**config.mk**
```make
export PLATFORM = sky130hd
export DESIGN_NAME = shwmm_front
export DESIGN_NICKNAME = d
export VERILOG_FILES = /design/src/hw/rtl/shwmm_pkg.sv /design/src/hw/rtl/shwmm_front.sv
export SDC_FILE = /design/constraint.sdc
export NUM_CORES = 1
export LEC_CHECK = 0
export ABC_AREA = 1
export BUFFER_PORTS_ARGS = -buffer_cell sky130_fd_sc_hd__buf_2
export CORE_AREA = 5 5 92 94
export DETAILED_ROUTE_END_ITERATION = 8
export DIE_AREA = 0 0 97 99
export PLACE_DENSITY = 0.89
export SYNTH_ARGS = -nofsm -noshare
export SYNTH_HDL_FRONTEND = slang
export SYNTH_SLANG_ARGS = --single-unit
```
**constraint.sdc**
```tcl
create_clock -name clk -period 4.7 [get_ports clk]
set_clock_uncertainty 0.2 [all_clocks]
set_input_delay 0.47 -clock clk [delete_from_list [all_inputs] [get_ports clk]]
set_output_delay 0.47 -clock clk [all_outputs]
set_load 0.05 [all_outputs]
```
**src/hw/rtl/shwmm_pkg.sv**
```systemverilog
// Shared types and constants for the sample history window min/max unit.
package shwmm_pkg;

  localparam int SAMPLE_BITS   = 16;
  localparam int INDEX_BITS    = 32;
  localparam int TOTAL_BITS    = 32;
  localparam int FILL_BITS     = 10;
  localparam int DEPTH_DEFAULT = 512;

  localparam logic signed [SAMPLE_BITS-1:0] SAMPLE_MAX = {1'b0, {(SAMPLE_BITS-1){1'b1}}};
  localparam logic signed [SAMPLE_BITS-1:0] SAMPLE_MIN = {1'b1, {(SAMPLE_BITS-1){1'b0}}};

  localparam logic REQ_PUSH = 1'b0;
  localparam logic REQ_READ = 1'b1;

  typedef struct packed {
    logic                          req_type;
    logic signed [SAMPLE_BITS-1:0] sample;
    logic [INDEX_BITS-1:0]         read_index;
  } in_word_t;

  typedef struct packed {
    logic signed [SAMPLE_BITS-1:0] read_value;
    logic                          read_valid;
    logic signed [SAMPLE_BITS-1:0] window_min;
    logic signed [SAMPLE_BITS-1:0] window_max;
    logic [FILL_BITS-1:0]          fill_count;
    logic [TOTAL_BITS-1:0]         total_samples;
  } out_word_t;

  typedef struct packed {
    logic                          is_read;
    logic signed [SAMPLE_BITS-1:0] sample;
    logic [INDEX_BITS-1:0]         read_index;
  } cmd_t;

endpackage

```
**src/hw/rtl/shwmm_front.sv**
```systemverilog
// Front end: accepts request words, classifies them and queues them for the back end.
module shwmm_front (
  input  logic                clk,
  input  logic                rst,
  input  logic                in_valid,
  output logic                in_ready,
  input  shwmm_pkg::in_word_t in_data,
  output logic                cmd_valid,
  output shwmm_pkg::cmd_t     cmd,
  input  logic                cmd_pop
);

  shwmm_pkg::cmd_t q [2];
  logic            wr_ptr;
  logic            rd_ptr;
  logic [1:0]      used;
  logic            push;
  shwmm_pkg::cmd_t cls;

  assign in_ready  = (used != 2'd2);
  assign push      = in_valid & in_ready;
  assign cmd_valid = (used != 2'd0);
  assign cmd       = q[rd_ptr];

  always_comb begin
    cls.is_read    = (in_data.req_type == shwmm_pkg::REQ_READ);
    cls.sample     = in_data.sample;
    cls.read_index = in_data.read_index;
  end

  always_ff @(posedge clk) begin
    if (push) begin
      q[wr_ptr] <= cls;
    end
  end

  always_ff @(posedge clk) begin
    if (rst) begin
      wr_ptr <= 1'b0;
      rd_ptr <= 1'b0;
      used   <= 2'd0;
    end else begin
      if (push) begin
        wr_ptr <= ~wr_ptr;
      end
      if (cmd_pop) begin
        rd_ptr <= ~rd_ptr;
      end
      case ({push, cmd_pop})
        2'b10:   used <= used + 2'd1;
        2'b01:   used <= used - 2'd1;
        default: used <= used;
      endcase
    end
  end

endmodule

```
=== After elaboration in Yosys (flattened, before gate mapping) ===
Memories as Yosys holds them, arrays and structs flattened. A register that Yosys moved wholly into a read port is not among the register bits.
Cells that the tools add are included.

* Register bits: 4
* Bits in writable memories: 98
* Input port bits: 53
* Output and inout bits: 51
* Logic and storage cells: 19
* Memories: 1

* $add $sub $neg: 2
* Equality and inequality tests: 3
* Multiplexer cells: 5
* Bitwise operators: 3
* Reductions and logical operators: 2

{| class="wikitable"
|+ Memory list
! name !! words !! bits a word !! rd ports !! clocked after Yosys merged registers in !! wr ports !! line !! source
|-
| q || 2 || 49 || 1 || 1 || 1 || shwmm_front.sv:13 || <nowiki>shwmm_pkg::cmd_t q [2];</nowiki>
|}

{| class="wikitable"
|+ Operators by type and width
! cell !! number
|-
| two-way mux 1 bit || 4
|-
| case mux 2 bit (2 select lines) || 1
|-
| nonzero test 2 bit || 2
|-
| adder 2 x 1 -> 2 bit, second input constant || 1
|-
| == test 2 x 1 -> 1 bit, second input constant || 1
|-
| == test 2 bit, second input constant || 1
|-
| != test 2 bit, second input constant || 1
|-
| NOT 1 bit || 2
|-
| subtractor 2 x 1 -> 2 bit, second input constant || 1
|-
| AND 1 bit || 1
|}

=== Longest topological paths before layout ===
* Depth after elaboration: 4
* Gate-level depth with buffers: 9

=== Least setup slack after synthesis ===
Ideal clock, no wire load.

* Kind: register to register
* Start: register used[0]
* End: memory q[0][0] (netlist bit) (enable)
* Setup time: 456 ps
* Data arrival time: 3059 ps
* Required time: 4044 ps
* Slack: 985 ps
* Cell stages (with the launch flop): 5
* Period minus slack after synthesis: 3715 ps
* Cell sequence: dfxtp_1 > inv_1 > nand2_1 > nand2_1 > nor2_1

* Word-level cells in the longest chain between the ends: 4

{| class="wikitable"
|+ RTL lines
! what !! line !! source
|-
| start, declared || shwmm_front.sv:16 || <nowiki>logic [1:0] used;</nowiki>
|-
| start signal, assigned || shwmm_front.sv:50 || <nowiki>2'b10: used <= used + 2'd1;</nowiki>
|-
| start signal, assigned || shwmm_front.sv:51 || <nowiki>2'b01: used <= used - 2'd1;</nowiki>
|-
| start signal, assigned || shwmm_front.sv:52 || <nowiki>default: used <= used;</nowiki>
|-
| != test 2 bit || shwmm_front.sv:20 || <nowiki>assign in_ready = (used != 2'd2);</nowiki>
|-
| via in_ready || shwmm_front.sv:6 || <nowiki>output logic in_ready,</nowiki>
|-
| AND 1 bit || shwmm_front.sv:21 || <nowiki>assign push = in_valid & in_ready;</nowiki>
|-
| two-way mux 1 bit || shwmm_front.sv:32 || <nowiki>if (push) begin</nowiki>
|-
| two-way mux 1 bit (not written as such) || shwmm_front.sv:33 || <nowiki>q[wr_ptr] <= cls;</nowiki>
|-
| end, declared || shwmm_front.sv:13 ||
|}

The timed path passes the listed nets, and every way through them passes these cells.

==> metrics.log <==
[metrics] clock buffer depth: 2
[metrics] transition time at the pin with the least slew margin: around 730 ps
[metrics] share of the synthesized area in the top cell type: 77.2%
[metrics] unrepaired setup endpoints after global routing: false
[metrics] main area contributors after synthesis: edfxtp_1, mux2_2, mux2_4
[metrics] number of maximum-capacitance violations: 0
[metrics] time the worst path needs with I/O delays and setup: about 2800 ps
[metrics] period utilization: 58.8%
[metrics] Final Hold Viols: 0
[metrics] arithmetic-cell share of the synthesized area counting full adders, half adders and majority gates: less than 1%
[metrics] diode count: 0
[metrics] R2R Path Start: used[0]
[metrics] remaining routing DRC violations: 0
[metrics] share of synthesized area spent on multiplexers: about 15%
[metrics] total of cells resized after clock tree synthesis: 0
[metrics] number of register bits inferred by synthesis: 103
[metrics] starting density of the core: approximately 50%
[metrics] number of levels the H-tree was split into: 3
[metrics] worst hold slack: between 90 and 100 ps
[metrics] count of antenna-violating nets left after detailed routing: 0
[metrics] outcome: finished clean
[metrics] overall die area: about 9600 sq um
[metrics] flop-to-flop setup slack: ~2300 ps
[metrics] combinational family with the most area after synthesis: multiplexers
[metrics] class of the worst hold path: in -> reg
[metrics] Achievable Freq: roughly 360 MHz
[metrics] total number of placement rows: 32
[metrics] fraction of met1 tracks used by global routing: approximately 15%
[metrics] Port Buf Inserts: 103
[metrics] slew margin rel.: 51.1%
[metrics] average detailed-routed wire length per instance: 15.9 um
[metrics] Iter 0 DRT Violations: between 70 and 80
[metrics] total half-perimeter wirelength after legalization and detailed placement: ~4500 um
[metrics] vertical die dimension: about 99 um
[metrics] total number of yosys warnings: 0
[metrics] antenna violations before repair: 0
[metrics] area of the multi-input gates: a little over 700 sq um
[metrics] area of the mapped netlist: roughly 3800 sq um
[metrics] CTS tree: built
[metrics] largest net degree at the start of global routing: 31
[metrics] insertion delay of the later-clocked pin in the worst-skew pair: around 350 ps
[metrics] fill cell count: just under 600
[metrics] routing usage on met2: 24.7%
[metrics] die width: approximately 97 um
[metrics] library cell with the largest summed area after synthesis: edfxtp_1
[metrics] average cell area after synthesis: approximately 20 sq um
[metrics] sequential fraction of the synthesis area: between 70% and 80%
[metrics] count of distinct cell types in the synthesized netlist: 16
[metrics] number of hold buffers added after CTS: 0
[metrics] required time of the critical path: 4030 ps
[metrics] Area growth, synth to finish: 21.4%
[metrics] highest-utilization routing layer at the global route stage: met2
[metrics] post-synthesis net count: 239
[metrics] post-synthesis xor/xnor area fraction: 0.230%
[metrics] number of standard cells after synthesis: roughly 190
[metrics] wire length of the first global-routing pass: between 10000 and 15000 um
[metrics] CP arrival: 2090 ps
[metrics] via/cell ratio: 4.85
[metrics] kind of critical path: reg -> out
[metrics] delay contributed by the slowest stage of the critical path: around 620 ps
[metrics] critical path fanouts, max: 30
[metrics] GRT Util Overall: 13.8%
[metrics] cell area power density: approximately 440 nW/um^2
[metrics] Worst R2R Path Depth: 5
[metrics] fraction of final layout cells with drive strength greater than 1: 57.0%
[metrics] fraction of the mapped netlist area in compound gates: less than 1%
[metrics] gpl congestion: about 0.73
[metrics] number of cells traversed by the worst hold path: 2
[metrics] worst hold start: rst
[metrics] sequential cell area: between 3000 and 4000 sq um
[metrics] clock slew seen by the registers of the worst setup and hold paths: 80 ps
[metrics] summed negative setup slack over all endpoints: 0 ps
[metrics] total detailed-routing wirelength: 6410 um
[metrics] chain of cells forming the critical path: buf_4 -> mux2_2 -> buf_2
[metrics] leakage power figure: between 1.5 and 2 nW
[metrics] category of the worst setup path launch point: flip-flop
[metrics] share of synthesized cell area in and, or, nand and nor gates: between 1.5 and 2%
[metrics] first drt pass iteration count: 4
[metrics] number of slew-limit violations in the final report: 0
[metrics] area of the core: between 7000 and 8000 sq um
[metrics] Final nets: between 300 and 400
[metrics] met3 track demand over resource: 4.67%
[metrics] root cell of the clock tree: clkbuf_8
[metrics] Setup Buffers After CTS: 0
[metrics] remaining global-route overflow: 0
[metrics] clk sink count: 103
[metrics] CTS Buf Count: 9
[metrics] number of endpoints failing setup at the final stage: 0
[metrics] worst vdd ir: 241 uV
[metrics] ports placed on the boundary: around 100
[metrics] via count: slightly below 2000
[metrics] Worst path slowest cell: dfxtp_2
[metrics] via count of the first global-routing pass: 2195
[metrics] CP Capture Type: output pin
[metrics] endpoint of the most critical register-to-register path: q[1][23]
==> worst max path at each step <==
| stage | endpoint | startpoint | slack, ps |
|---|---|---|---|
| 2_1_floorplan | q[0][0] | used[0] | 990 |
| 3_3_place_gp | cmd[8] | flip-flop | 2280 |
| 3_5_place_dp | cmd[7] | flip-flop | 2280 |
| 4_1_cts | cmd[8] | flip-flop | 1870 |
| 5_1_grt | cmd[15] | flip-flop | 1790 |
| 6_report | cmd[8] | flip-flop | 1940 |
==> cell usage after synthesis <==
cell	number
inv_1	5
ha_1	1
mux2_4	10
nand2_1	6
xnor2_1	1
nor2_1	9
or2_2	1
nand4_1	1
a21oi_1	2
dfxtp_1	5
buf_6	1
o21ai_0	2
mux2_2	39
edfxtp_1	98
buf_8	1
buf_4	3
==> per-layer routing <==
metal,vias to the layer above,routed length [um]
li1,932,-
met1,952,2470
met2,64,3390
met3,12,443
met4,0,106
met5,-,0
==> registers in the layout, summed over array words and instances (netlist names), named ones only <==
| name | cells |
|---|---|
| q | 98 |
| rd_ptr | 1 |
| used | 2 |
| wr_ptr | 1 |
==> cell usage in the layout, fill, tap and decap left out <==
cell	instances
nand2_1	6
dfxtp_1	4
nor2_4	2
a21oi_1	2
dfxtp_2	1
mux2_2	39
xnor2_1	1
or2_2	1
clkbuf_1	3
bufinv_16	1
clkinvlp_4	1
nand4_1	1
clkinv_2	2
buf_4	3
edfxtp_1	98
inv_1	5
o21ai_0	2
nor2_1	7
mux2_4	10
buf_2	103
clkbuf_8	9
ha_1	1
==> cell type report <==
type,instances,share of cell area (%)
inverter,5,0.406
timing repair buffer,106,11.6
clock buffer,12,2.92
tap,102,2.76
clock inverter,4,1.03
multi-input combinational,72,15.4
sequential,103,65.8
==> critical path: cells and delay by family, from the launching register on <==
kind / cells / cell delay (ps)
buffers and inverters: 2 / 690
DFF: 1 / 620
muxes: 1 / 400
==> power breakdown <==
| group | switching, mW | internal (mW) |
|---|---|---|
| Clock | 0.268 | 0.245 |
| Sequential | 0.0237 | 1.09 |
| Combinational | 0.303 | 0.121 |
| Total | 0.595 | 1.45 |
==> metrics by stage <==
| stage | power [mW] | area (sq um) | std cells | util (%) | setup WS, ps |
|---|---|---|---|---|---|
| 6_report | 2.05 | 4630 | 404 | 61.1 | 1940 |
| 5_1_grt | 2.13 | 4630 | 404 | 61.1 | 1790 |
| 4_1_cts | 2.07 | 4630 | 404 | 61.1 | 1870 |
| 3_5_place_dp | 1.56 | 4440 | 388 | 58.7 | 2280 |
| 3_3_place_gp | 1.55 | 4440 | 388 | 58.7 | 2280 |
| 2_1_floorplan | 1.46 | 3810 | 185 | - | 985 |
==> cell families (layout without fill, tap and decap cells) <==
group | after synthesis | in the layout
simple gates | 17 | 17
mux | 49 | 49
buf+inv | 10 | 127
fa+ha+maj | 1 | 1
compound gates | 4 | 4
flops | 103 | 103
xor+xnor | 1 | 1
No activity file was read; power rests on OpenSTA's default activity.
